**src/hw/rtl/ffpa_pkg.sv**
```systemverilog
package ffpa_pkg;

	// map geometry
	localparam int PAGES = 1024;
	localparam int WORD_W = 64;
	localparam int OFF_W = 6;
	localparam int WORDS = (PAGES + WORD_W - 1) / WORD_W;
	localparam int WIDX_W = (WORDS > 1) ? $clog2(WORDS) : 1;
	localparam int SCAN_W = WIDX_W + 1;
	localparam int LEN_W = OFF_W + 1;

	// page arithmetic, wide enough for first page plus count
	localparam int SUM_W = 17;

	// item field widths
	localparam int COUNT_W = 11;
	localparam int FIRST_W = 16;
	localparam int PAGE_W = 10;
	localparam logic [FIRST_W-1:0] BAD_PAGE_ID = '1;

	typedef enum logic {
		OP_ALLOC = 1'b0,
		OP_FREE  = 1'b1
	} op_t;

	typedef enum logic [1:0] {
		ST_OK      = 2'd0,
		ST_NO_ROOM = 2'd1,
		ST_RANGE   = 2'd2
	} status_t;

	typedef struct packed {
		logic               operation;
		logic [COUNT_W-1:0] count;
		logic [FIRST_W-1:0] first_page;
	} req_t;

	typedef struct packed {
		logic [PAGE_W-1:0] page;
		logic [1:0]        status;
	} rsp_t;

	typedef enum logic [2:0] {
		S_IDLE,
		S_CHECK,
		S_SCAN,
		S_MARK,
		S_FINISH
	} state_t;

	// controller to datapath
	typedef struct packed {
		logic    load;
		logic    scan_init;
		logic    scan_step;
		logic    mark_init;
		logic    mark_step;
		logic    set_res;
		logic    res_start;
		status_t res_status;
		logic    emit;
	} cmd_t;

	// datapath to controller
	typedef struct packed {
		logic    trivial;
		status_t triv_status;
		logic    is_free;
		logic    found;
		logic    exhausted;
		logic    mark_last;
	} sts_t;

endpackage

```
**src/hw/rtl/ffpa_ctrl.sv**
```systemverilog
module ffpa_ctrl import ffpa_pkg::*; (
	input  logic clk,
	input  logic arst_n,
	input  logic req_valid,
	input  logic out_free,
	input  sts_t sts,
	output logic busy,
	output cmd_t cmd
);

	state_t state_q;
	state_t state_d;

	// state register
	always_ff @(posedge clk or negedge arst_n) begin
		if (!arst_n) begin
			state_q <= S_IDLE;
		end else begin
			state_q <= state_d;
		end
	end

	// next state and commands
	always_comb begin
		state_d = state_q;
		cmd     = '0;
		busy    = (state_q != S_IDLE);
		case (state_q)
			S_IDLE: begin
				if (req_valid) begin
					cmd.load = 1'b1;
					state_d  = S_CHECK;
				end
			end
			S_CHECK: begin
				if (sts.trivial) begin
					cmd.set_res    = 1'b1;
					cmd.res_status = sts.triv_status;
					state_d        = S_FINISH;
				end else if (sts.is_free) begin
					cmd.mark_init = 1'b1;
					state_d       = S_MARK;
				end else begin
					cmd.scan_init = 1'b1;
					state_d       = S_SCAN;
				end
			end
			S_SCAN: begin
				cmd.scan_step = 1'b1;
				if (sts.found) begin
					cmd.mark_init = 1'b1;
					state_d       = S_MARK;
				end else if (sts.exhausted) begin
					cmd.set_res    = 1'b1;
					cmd.res_status = ST_NO_ROOM;
					state_d        = S_FINISH;
				end
			end
			S_MARK: begin
				cmd.mark_step = 1'b1;
				if (sts.mark_last) begin
					cmd.set_res    = 1'b1;
					cmd.res_status = ST_OK;
					cmd.res_start  = !sts.is_free;
					state_d        = S_FINISH;
				end
			end
			S_FINISH: begin
				if (out_free) begin
					cmd.emit = 1'b1;
					state_d  = S_IDLE;
				end
			end
			default: begin
				state_d = S_IDLE;
			end
		endcase
	end

endmodule

```
**config.mk**
```make
export PLATFORM = sky130hd
export DESIGN_NAME = ffpa_ctrl
export DESIGN_NICKNAME = d
export VERILOG_FILES = /design/src/hw/rtl/ffpa_pkg.sv /design/src/hw/rtl/ffpa_ctrl.sv
export SDC_FILE = /design/constraint.sdc
export NUM_CORES = 1
export LEC_CHECK = 0
export BUFFER_PORTS_ARGS = -buffer_cell sky130_fd_sc_hd__buf_2
export CAP_MARGIN = 20
export CORE_AREA = 2 2 39 41
export DETAILED_ROUTE_END_ITERATION = 10
export DIE_AREA = 0 0 41 43
export SYNTH_ARGS = -nofsm -noshare
export SYNTH_HDL_FRONTEND = slang
export SYNTH_SLANG_ARGS = --single-unit
```
**constraint.sdc**
```tcl
create_clock -name clk -period 2.9 [get_ports clk]
set_clock_uncertainty 0.05 [all_clocks]
set_input_delay 0.29 -clock clk [delete_from_list [all_inputs] [get_ports clk]]
set_output_delay 0.29 -clock clk [all_outputs]
set_load 0.02 [all_outputs]
```
* After elaboration in Yosys (flattened, before gate mapping)
Cells that the tools add are included.
** Storage, ports and cells
- Bits in registers :: 3
- Logic and storage cells :: 44
** Cells by class
- Eq/ne operators :: 8
- Multiplexer cells :: 31
- Reduce and logical (&&, ||, !) cells :: 4
** Operators by type and width (number)
- two-way mux 1 bit :: 19
- two-way mux 3 bit :: 6
- one-hot mux 3 bit (5 select lines) :: 1
- equality test 3 x 2 -> 1 bit, second input constant :: 2
- inequality test 2 bit, second input constant :: 3
- one-hot mux 2 bit (3 select lines) :: 1
- two-way mux 4 bit :: 1
- AND reduction 4 bit :: 1
- equality test 3 x 1 -> 1 bit, second input constant :: 1
- equality test 3 bit, second input constant :: 1
- logical NOT 3 bit :: 1
- inequality test 3 bit, second input constant :: 1
- one-hot mux 1 bit (3 select lines) :: 1
- nonzero test 3 bit :: 1
- two-way mux 2 bit :: 1
- one-hot mux 1 bit (2 select lines) :: 1
- logical NOT 1 bit :: 1

* Longest topological paths before layout
Gate-level depths: netlist of the first run.
- Depth in word-level cells :: 3
- Mapped depth :: 4

* Worst setup path before layout of the first run
Ideal clock, no wire load.
- Kind :: flip-flop to output port
- Start :: reg state_q[2]
- End :: out cmd[3] (netlist name)
- Data arrival time :: 1.308 ns
- Slack :: 1.252 ns
- Cell stages (with the launch flop) :: 4
- Cells stage by stage :: dfrtp_1 -> buf_6 -> nand2b_1 -> nor4_1
** RTL lines
- start, declared :: line ffpa_ctrl.sv:11 : state_t state_q;
- start signal, assigned :: line ffpa_ctrl.sv:19 : state_q <= state_d;
- end, declared :: line ffpa_ctrl.sv:8 : output cmd_t cmd

==> results of run 1 <==
logic make-up (layout without fill, tap and decap cells):
| kind of cell | count (synthesis) | in the layout | synth area share |
|---|---|---|---|
| buffers and inverters | 8 | 31 | 0.145 |
| flip-flops | 3 | 3 | 0.235 |
| AO/OA/AOI/OAI | 9 | 9 | 0.235 |
| AND/OR/NAND/NOR | 19 | 19 | 0.353 |
| multiplexers | 1 | 1 | 0.0314 |
area by class of cell:
class	count	area [um^2]	area share
Clock buffer	4	26.3	0.0580
Tap cell	16	20.0	0.0442
Sequential cell	3	75.1	0.166
Inverter	5	18.8	0.0414
Timing Repair Buffer	22	115	0.254
Multi-Input combinational cell	29	198	0.436
per-layer routing:
metal | up-vias | global-route usage | share of wire
li1 | 189 | - | -
met1 | 147 | 0.131 | 0.48
met2 | 18 | 0.153 | 0.42
met3 | 0 | 0.0366 | 0.10
met4 | 0 | 0.0200 | 0
met5 | - | 0 | 0
timing repair:
action,4_1_cts,5_1_grt
endpoints found under the setup margin,0,0
setup buffers,0,0
hold buffers,1,0
endpoints found under the hold margin,3,0
how the worst max path moves through the flow:
| stage | start | end | slack, ns | depth (start not counted) |
|---|---|---|---|---|
| floorplan | state_q[2]$_DFFE_PN0P_ | cmd[3] | 1.25 | 3 |
| global placement | state_q[1]$_DFFE_PN0P_ | cmd[3] | 1.40 | 3 |
| detailed placement | state_q[0]$_DFFE_PN0P_ | cmd[4] | 1.39 | 3 |
| CTS | state_q[0]$_DFFE_PN0P_ | cmd[4] | 1.14 | 3 |
| global route | state_q[0]$_DFFE_PN0P_ | cmd[4] | 1.03 | 3 |
| finish | state_q[0]$_DFFE_PN0P_ | cmd[4] | 1.16 | 3 |
power by group:
group | switching, mW | leakage [nW] | internal [mW] | total [mW]
Sequential | 0.0609 | 0.0383 | 0.0628 | 0.124
Clock | 0.0205 | 0.0150 | 0.0515 | 0.0719
Combinational | 0.151 | 0.184 | 0.116 | 0.268
Total | 0.233 | 0.237 | 0.231 | 0.463
placed cells by master (no fill, tap or decap), drive strengths merged:
cell type,netlist,final
and3,1,1
a221oi,1,1
nand2b,1,1
dlygate4sd3,0,1
o21bai,1,1
nor4,2,2
and2b,1,1
nor2,6,6
dfrtp,3,3
or3,1,1
buf,3,21
a2111oi,1,1
a211oi,1,1
nand3,1,1
inv,5,5
o21ai,1,1
o22ai,1,1
clkbuf,0,4
a21oi,2,2
nand2,3,3
nor3,1,1
mux2i,1,1
a32oi,1,1
nand4bb,1,1
nor2b,1,1
critical path, delay by kind of cell, from the launching register on:
family | cells | cell delay [ns]
AO/OA/AOI/OAI | 1 | 0.22
buffers and inverters | 1 | 0.20
flip-flops | 1 | 0.49
AND/OR/NAND/NOR | 1 | 0.26
through the flow:
step                      utilization  setup WS (ns)
after floorplan                     -           1.25
after global placement          0.301           1.40
after detailed placement        0.301           1.39
after CTS                       0.327           1.14
after global routing            0.327           1.03
final                           0.327           1.16
==> results_dict.tcl, run 1 <==
set metrics [dict create \
    synth_area_um2 319 \
    post_dp_cell_area_um2 417 \
    numCtsBuffers 3 \
    path_cells "nand4bb_1 -> o22ai_1 -> buf_2" \
    yosys.area.top_type_share 0.235 \
    arrival_ns 1.40 \
    finalHoldViolCount 0 \
    cp-end-kind "output pin" \
    grt_use_total 0.100 \
    rr_endpoint "state_q[2]$_DFFE_PN0P_" \
    via_count 354 \
    io_buffer_count 21 \
    largest_reg_flops 3 \
    hold_path_end "state_q[2]$_DFFE_PN0P_" \
    dr.pass1.iters 2 \
    route.antenna.remaining_nets 0 \
    synth.distinct_cells 25 \
    reg2reg_slack_ns 1.62 \
    clk_pin_slew_worst_paths_ns 0.04 \
    layout.nets 75 \
    cts.htree.levels 1 \
    grt.overflow.total 0 \
    ys_async_sr_fraction 1.00 \
    die_height_um 43 \
    hold_depth 2 \
    p_total_mw 0.463 \
    dp_hpwl_um 647 \
    grt_pass1_wl_um 1260 \
    grt_max_degree 12 \
    drv_cap 0 \
    status "finished, final reports clean" \
    syn_area_per_cell_um2 7.98 \
    worstMarginPinSlew_ns 0.365 \
    initial_utilization 0.231 \
    hp-start "out_free" \
    syn-num-nets 51 \
    synth_commonest_cells "inv_1 (5), nor2_1 (5), dfrtp_1 (3), nand2_1 (3)" \
    clock_sinks 3 \
    yosys_register_bits 3 \
    setup-violations-final 0 \
    fmax_mhz 575 \
    whs_ns 0.197 \
    synth-warning-count 0 \
    worstSkewPairLatency_ns 0.23 \
    placed_cells 74 \
    clk_path_buf_depth 2 \
    diodes 0 \
    p_per_area_mw_per_mm2 1020 \
    slowest_delay_ns 0.49 \
    cts_root_buf "clkbuf_4" \
    rr_worst_depth 3 \
    tritoncts "yes" \
    post-route-min-period_ns 1.74 \
    timing.slew.headroom 0.757 \
    cp_slowest_cell "dfrtp_1" \
    required_ns 2.56 \
    ir_worst_vdd_uv 338 \
    antenna_found_initial 0 \
    tns_ns 0 \
    synth_ff_type "dfrtp_1" \
    fillers 158 \
    slew_violations 0 \
    power.leakage_nw 0.237 \
    synth_edf_count 0 \
    grt_pass1_vias 317 \
    cp_max_fo 11 \
    ys_top_cells_by_area "dfrtp_1 (24%), buf_6 (7.1%), inv_1 (5.9%)" \
    post-route-period-util 0.600 \
    final_cells 79 \
    core_area_mm2 0.00138 \
    via_per_inst 4.48 \
    row_count 14 \
    wl_per_cell_um 10.2 \
    drc 0 \
    wirelength_um 803 \
    rsz0062_at_grt "no" \
    finalInstanceArea_um2 453 \
    dieArea_mm2 0.00176 \
    place_congestion 0.743 \
    synth_top_area_cell "dfrtp_1" \
    layout-drive-gt1-share 0.444 \
    pin_count 22 \
    top_register "state_q" \
    reg2reg_from "state_q[1]$_DFFE_PN0P_" \
    worstHoldPathType "input pin to register" \
    cts_resized 0 \
    critPathKind "register to output pin" \
    start_kind "register" \
    area_delta_synth_final_pct 42.0 \
    chipWidth_um 41 \
    reg.largest.list "state_q: 3 flops" \
    yosysSeqAreaShare 0.235 \
    netlist_instances 40 \
    drtIter0Drc 3 \
]
Note: power is estimated with default switching activity, not from simulation.
==> run 2, diff against run 1 <==
Clock period 2.9 ns to 1.5 ns, I/O delays scaled along.
==> results_dict.tcl, run 2 (synthesis gave the netlist of run 1 again) <==
set metrics [dict create \
    antenna_found_initial 0 \
    post-route-period-util 1.00 \
    required_ns 1.30 \
    p_sw_frac 0.463 \
    pin_count 22 \
    violations "setup timing" \
    p_total_mw 1.25 \
    grt_use_total 0.118 \
    internal_power_mw 0.670 \
    combPwrFrac 0.726 \
    dr.pass1.iters 2 \
    grt_max_degree 8 \
    seqPwrFrac 0.161 \
    io_buffer_count 21 \
    die_height_um 43 \
    core_area_mm2 0.00138 \
    clock_sinks 3 \
    final_cells 86 \
    post-route-min-period_ns 1.50 \
    diodes 0 \
    drtIter0Drc 10 \
    ff_latch_area_um2 77.6 \
    start_kind "register" \
    cp_max_fo 6 \
    tritoncts "yes" \
    pwr-share-clk 0.113 \
    place_congestion 0.735 \
    numCtsBuffers 3 \
    via_per_inst 4.72 \
    grt_pass1_wl_um 1410 \
    grt.overflow.total 0 \
    route.antenna.remaining_nets 0 \
    critPathKind "register to output pin" \
    cts_root_buf "clkbuf_4" \
    reg.largest.list "state_q: 3 flops" \
    row_count 14 \
    slew_violations 0 \
    top_register "state_q" \
    p_sw_mw 0.578 \
    setup-violations-final 1 \
    ir_worst_vdd_uv 748 \
    timing.slew.headroom 0.815 \
    wl_per_cell_um 11.6 \
    fin_ws_ns -0.000328 \
    wirelength_um 994 \
    cp-end-kind "output pin" \
    arrival_ns 1.30 \
    initial_utilization 0.231 \
    dieArea_mm2 0.00176 \
    placed_cells 75 \
    multiInputGateArea_um2 267 \
    dp_hpwl_um 680 \
    layout.nets 82 \
    rsz0062_at_grt "yes" \
    clk_path_buf_depth 2 \
    worstSkewPairLatency_ns 0.23 \
    area_delta_synth_final_pct 89.4 \
    final_common_cell "buf_2" \
    grt_pass1_vias 326 \
    layout-drive-gt1-share 0.657 \
    reg2reg_slack_ns 0.12 \
    p_per_area_mw_per_mm2 2070 \
    power.leakage_nw 0.286 \
    drc 0 \
    drv_cap 0 \
    worstHoldPathType "input pin to register" \
    fillers 146 \
    via_count 406 \
    largest_reg_flops 3 \
    chipWidth_um 41 \
    status "finished with violations" \
    cts.htree.levels 1 \
    finalHoldViolCount 0 \
    clk_pin_slew_worst_paths_ns 0.04 \
    layout_common_cells "buf_2 (16), buf_4 (8), nor2_1 (4), inv_1 (4), buf_6 (4)" \
    worstMarginPinSlew_ns 0.272 \
    tns_ns -0.000328 \
    fmax_mhz 667 \
]
[run 2: changes by cell type in the layout (fill, tap and decap cells not counted), sizes merged]
cell and change:
buf +7
[run 2: worst max-delay path: stages, from the launching register on]
cell       delay, ns
dfrtp_2         0.42
buf_6           0.16
nand4bb_4       0.14
o22ai_4         0.21
buf_6           0.14
[run 2: power groups by stage]
stage | Sequential [mW] | Combinational, mW | Clock, mW
2_1_floorplan | 0.137 | 0.535 | 0
3_3_place_gp | 0.218 | 0.567 | 0
3_5_place_dp | 0.222 | 0.572 | 0
4_1_cts | 0.195 | 0.757 | 0.151
5_1_grt | 0.212 | 0.983 | 0.159
6_report | 0.201 | 0.907 | 0.141
[run 2: path summary, 6_finish.rpt]
path	startpoint	to	depth (start not counted)
setup / recovery	state_q[1]$_DFFE_PN0P_	cmd[4]	4
hold / removal	out_free	state_q[2]$_DFFE_PN0P_	2
setup reg to reg	state_q[1]$_DFFE_PN0P_	state_q[0]$_DFFE_PN0P_	5
hold reg to reg	state_q[2]$_DFFE_PN0P_	state_q[2]$_DFFE_PN0P_	2
max in group asynchronous	arst_n	state_q[1]$_DFFE_PN0P_	2
min in group asynchronous	arst_n	state_q[2]$_DFFE_PN0P_	2
[run 2: layout make-up]
class,instances,share of cell area
sequential,3,0.128
inverter,5,0.0311
timing repair buffer,29,0.323
tap,16,0.0331
multi-input combinational,29,0.441
clock buffer,4,0.0435
[run 2: routing by layer]
metal | vias up | part of all wire | wire, um | GRT usage
li1 | 203 | - | - | -
met1 | 185 | 0.40 | 398 | 0.161
met2 | 18 | 0.51 | 511 | 0.175
met3 | 0 | 0.086 | 85 | 0.0471
met4 | 0 | 0 | 0 | 0.0200
met5 | - | 0 | 0 | 0
[run 2: stage by stage]
stage | util | instance area, um^2 | hold WS, ns | worst slack, ns
after global routing | 0.437 | 604 | 0.0607 | -0.0772
after global placement | 0.307 | 424 | -0.103 | 0.130
after CTS | 0.376 | 520 | 0.0595 | -0.0120
after detailed placement | 0.307 | 424 | -0.101 | 0.122
after floorplan | - | 319 | -0.196 | -0.00768
final | 0.437 | 604 | 0.0635 | -0.000328
[run 2: repair_timing]
item                                    in CTS  in global routing
setup buffers                                5                  1
resized for setup                            9                 15
endpoints found under the setup margin      10                  6
pin swaps                                    1                  8
cloned                                       0                  0
hold buffers                                 1                  0
endpoints found under the hold margin        3                  0
==> run 3, diff against run 2 <==
Settings changed: GPL_TIMING_DRIVEN set to 0.
==> results_dict.tcl, run 3 (synthesis gave the netlist of run 1 again) <==
set metrics [dict create \
    status "finished with violations" \
    violations "setup timing" \
    clk_path_buf_depth 2 \
    grt.overflow.total 0 \
    clk_pin_slew_worst_paths_ns 0.04 \
    tritoncts "yes" \
    setup-violations-final 2 \
    required_ns 1.30 \
    reg2reg_from "state_q[0]$_DFFE_PN0P_" \
    internal_power_mw 0.724 \
    wirelength_um 1040 \
    via_count 400 \
    fin_ws_ns -0.0386 \
    finalInstanceArea_um2 603 \
    post-route-min-period_ns 1.54 \
    cpMostUsedCell "buf_6" \
    seqPwrFrac 0.111 \
    grt_pass1_vias 356 \
    timing.slew.headroom 0.833 \
    hold_depth 2 \
    grt_use_total 0.120 \
    slowest_delay_ns 0.38 \
    critPathKind "register to output pin" \
    die_height_um 43 \
    diodes 0 \
    drv_cap 0 \
    pin_count 22 \
    cts_root_buf "clkbuf_4" \
    core_area_mm2 0.00138 \
    layout.nets 83 \
    drc 0 \
    finalHoldViolCount 0 \
    post-route-period-util 1.03 \
    path_cells "buf_6 -> or3_4 -> nor2_4 -> buf_6" \
    row_count 14 \
    via_per_inst 4.60 \
    worstMarginPinSlew_ns 0.250 \
    hp-start "out_free" \
    cp_max_fo 4 \
    clock_sinks 3 \
    io_buffer_count 21 \
    reg.largest.list "state_q: 3 flops" \
    p_sw_mw 0.578 \
    antenna_found_initial 0 \
    top_register "state_q" \
    chipWidth_um 41 \
    initial_utilization 0.231 \
    layout-drive-gt1-share 0.620 \
    final_common_cell "buf_2" \
    drtIter0Drc 3 \
    cp-end-kind "output pin" \
    path_buf_inv 2 \
    p_sw_frac 0.444 \
    pwr-share-clk 0.111 \
    dieArea_mm2 0.00176 \
    arrival_ns 1.34 \
    grt_max_degree 11 \
    hold_path_end "state_q[2]$_DFFE_PN0P_" \
    start_kind "register" \
    place_congestion 0.770 \
    cts.htree.levels 1 \
    dr.pass1.iters 4 \
    reg2reg_slack_ns 0.16 \
    route.antenna.remaining_nets 0 \
    numCtsBuffers 3 \
    combPwrFrac 0.778 \
    rr_worst_depth 6 \
    power.leakage_nw 0.297 \
    pre_cts_ws_ns 0.154 \
    worstHoldPathType "input pin to register" \
    rr_endpoint "state_q[0]$_DFFE_PN0P_" \
    largest_reg_flops 3 \
    grt_pass1_wl_um 1450 \
    rsz0062_at_grt "yes" \
    worstSkewPairLatency_ns 0.23 \
    area_delta_synth_final_pct 89.0 \
    fmax_mhz 650 \
    wl_per_cell_um 11.9 \
    p_per_area_mw_per_mm2 2160 \
    ir_worst_vdd_uv 612 \
    layout_common_cells "buf_2 (15), buf_4 (8), buf_6 (5), inv_1 (5), nor2_1 (4)" \
    cp_slowest_cell "dfrtp_1" \
    slew_violations 0 \
    post_dp_cell_area_um2 444 \
    dp_hpwl_um 663 \
    critPathTopFamily "simple AND/OR/NAND/NOR gates" \
]
-- run 3: cell count changes in the layout (fill, tap and decap cells not counted), sizes merged --
cell  previous run  this run
buf             28        29
-- run 3: metrics by stage --
step,instances,hold WS (ns),utilization,setup TNS (ns),power [mW]
global route,87,0.0686,0.436,-0.490,1.39
CTS,87,0.0591,0.401,-0.148,1.20
global placement,77,-0.104,0.321,0,0.837
finish,87,0.0652,0.436,-0.0542,1.30
floorplan,40,-0.196,-,-0.0154,0.672
detailed placement,77,-0.101,0.321,0,0.842
-- run 3: power by group through the flow --
stage	registers (mW)	clock network [mW]	logic [mW]
2_1_floorplan	0.137	0	0.535
3_3_place_gp	0.140	0	0.697
3_5_place_dp	0.139	0	0.704
4_1_cts	0.143	0.152	0.904
5_1_grt	0.149	0.155	1.09
6_report	0.145	0.145	1.01
-- run 3: how the worst max path moves through the flow --
stage,start,endpoint,slack (ns),depth (start not counted)
2_1_floorplan,state_q[2]$_DFFE_PN0P_,cmd[3],-0.008,3
3_3_place_gp,state_q[0]$_DFFE_PN0P_,cmd[9],0.16,4
3_5_place_dp,state_q[0]$_DFFE_PN0P_,cmd[9],0.15,4
4_1_cts,state_q[0]$_DFFE_PN0P_,cmd[9],-0.06,4
5_1_grt,state_q[1]$_DFFE_PN0P_,cmd[4],-0.09,4
6_report,state_q[0]$_DFFE_PN0P_,cmd[9],-0.04,4
-- run 3: area by class of cell --
class / instances / area [um^2]
inverter: 5 / 18.8
fill: 150 / 781
tap: 16 / 20.0
multi-input combinational: 29 / 241
sequential: 3 / 75.1
clock buffer: 4 / 26.3
buffer: 3 / 33.8
timing repair buffer: 27 / 188
-- run 3: what timing repair did --
action                                  in CTS  in global routing
cloned                                       0                  0
hold buffers                                 1                  0
endpoints found under the hold margin        3                  0
resized for setup                            8                 12
pin swaps                                    2                  1
endpoints found under the setup margin       7                  9
buffers inserted                             5                  0
-- run 3: per-layer routing --
metal / wire length [um] / share of wire / GRT usage / vias to the layer above
met1: 470 / 0.45 / 0.170 / 180
met4: 0 / 0 / 0.0600 / 0
met3: 75 / 0.072 / 0.0314 / 0
met2: 491 / 0.47 / 0.163 / 16
met5: 0 / 0 / 0 / -
li1: - / - / - / 204
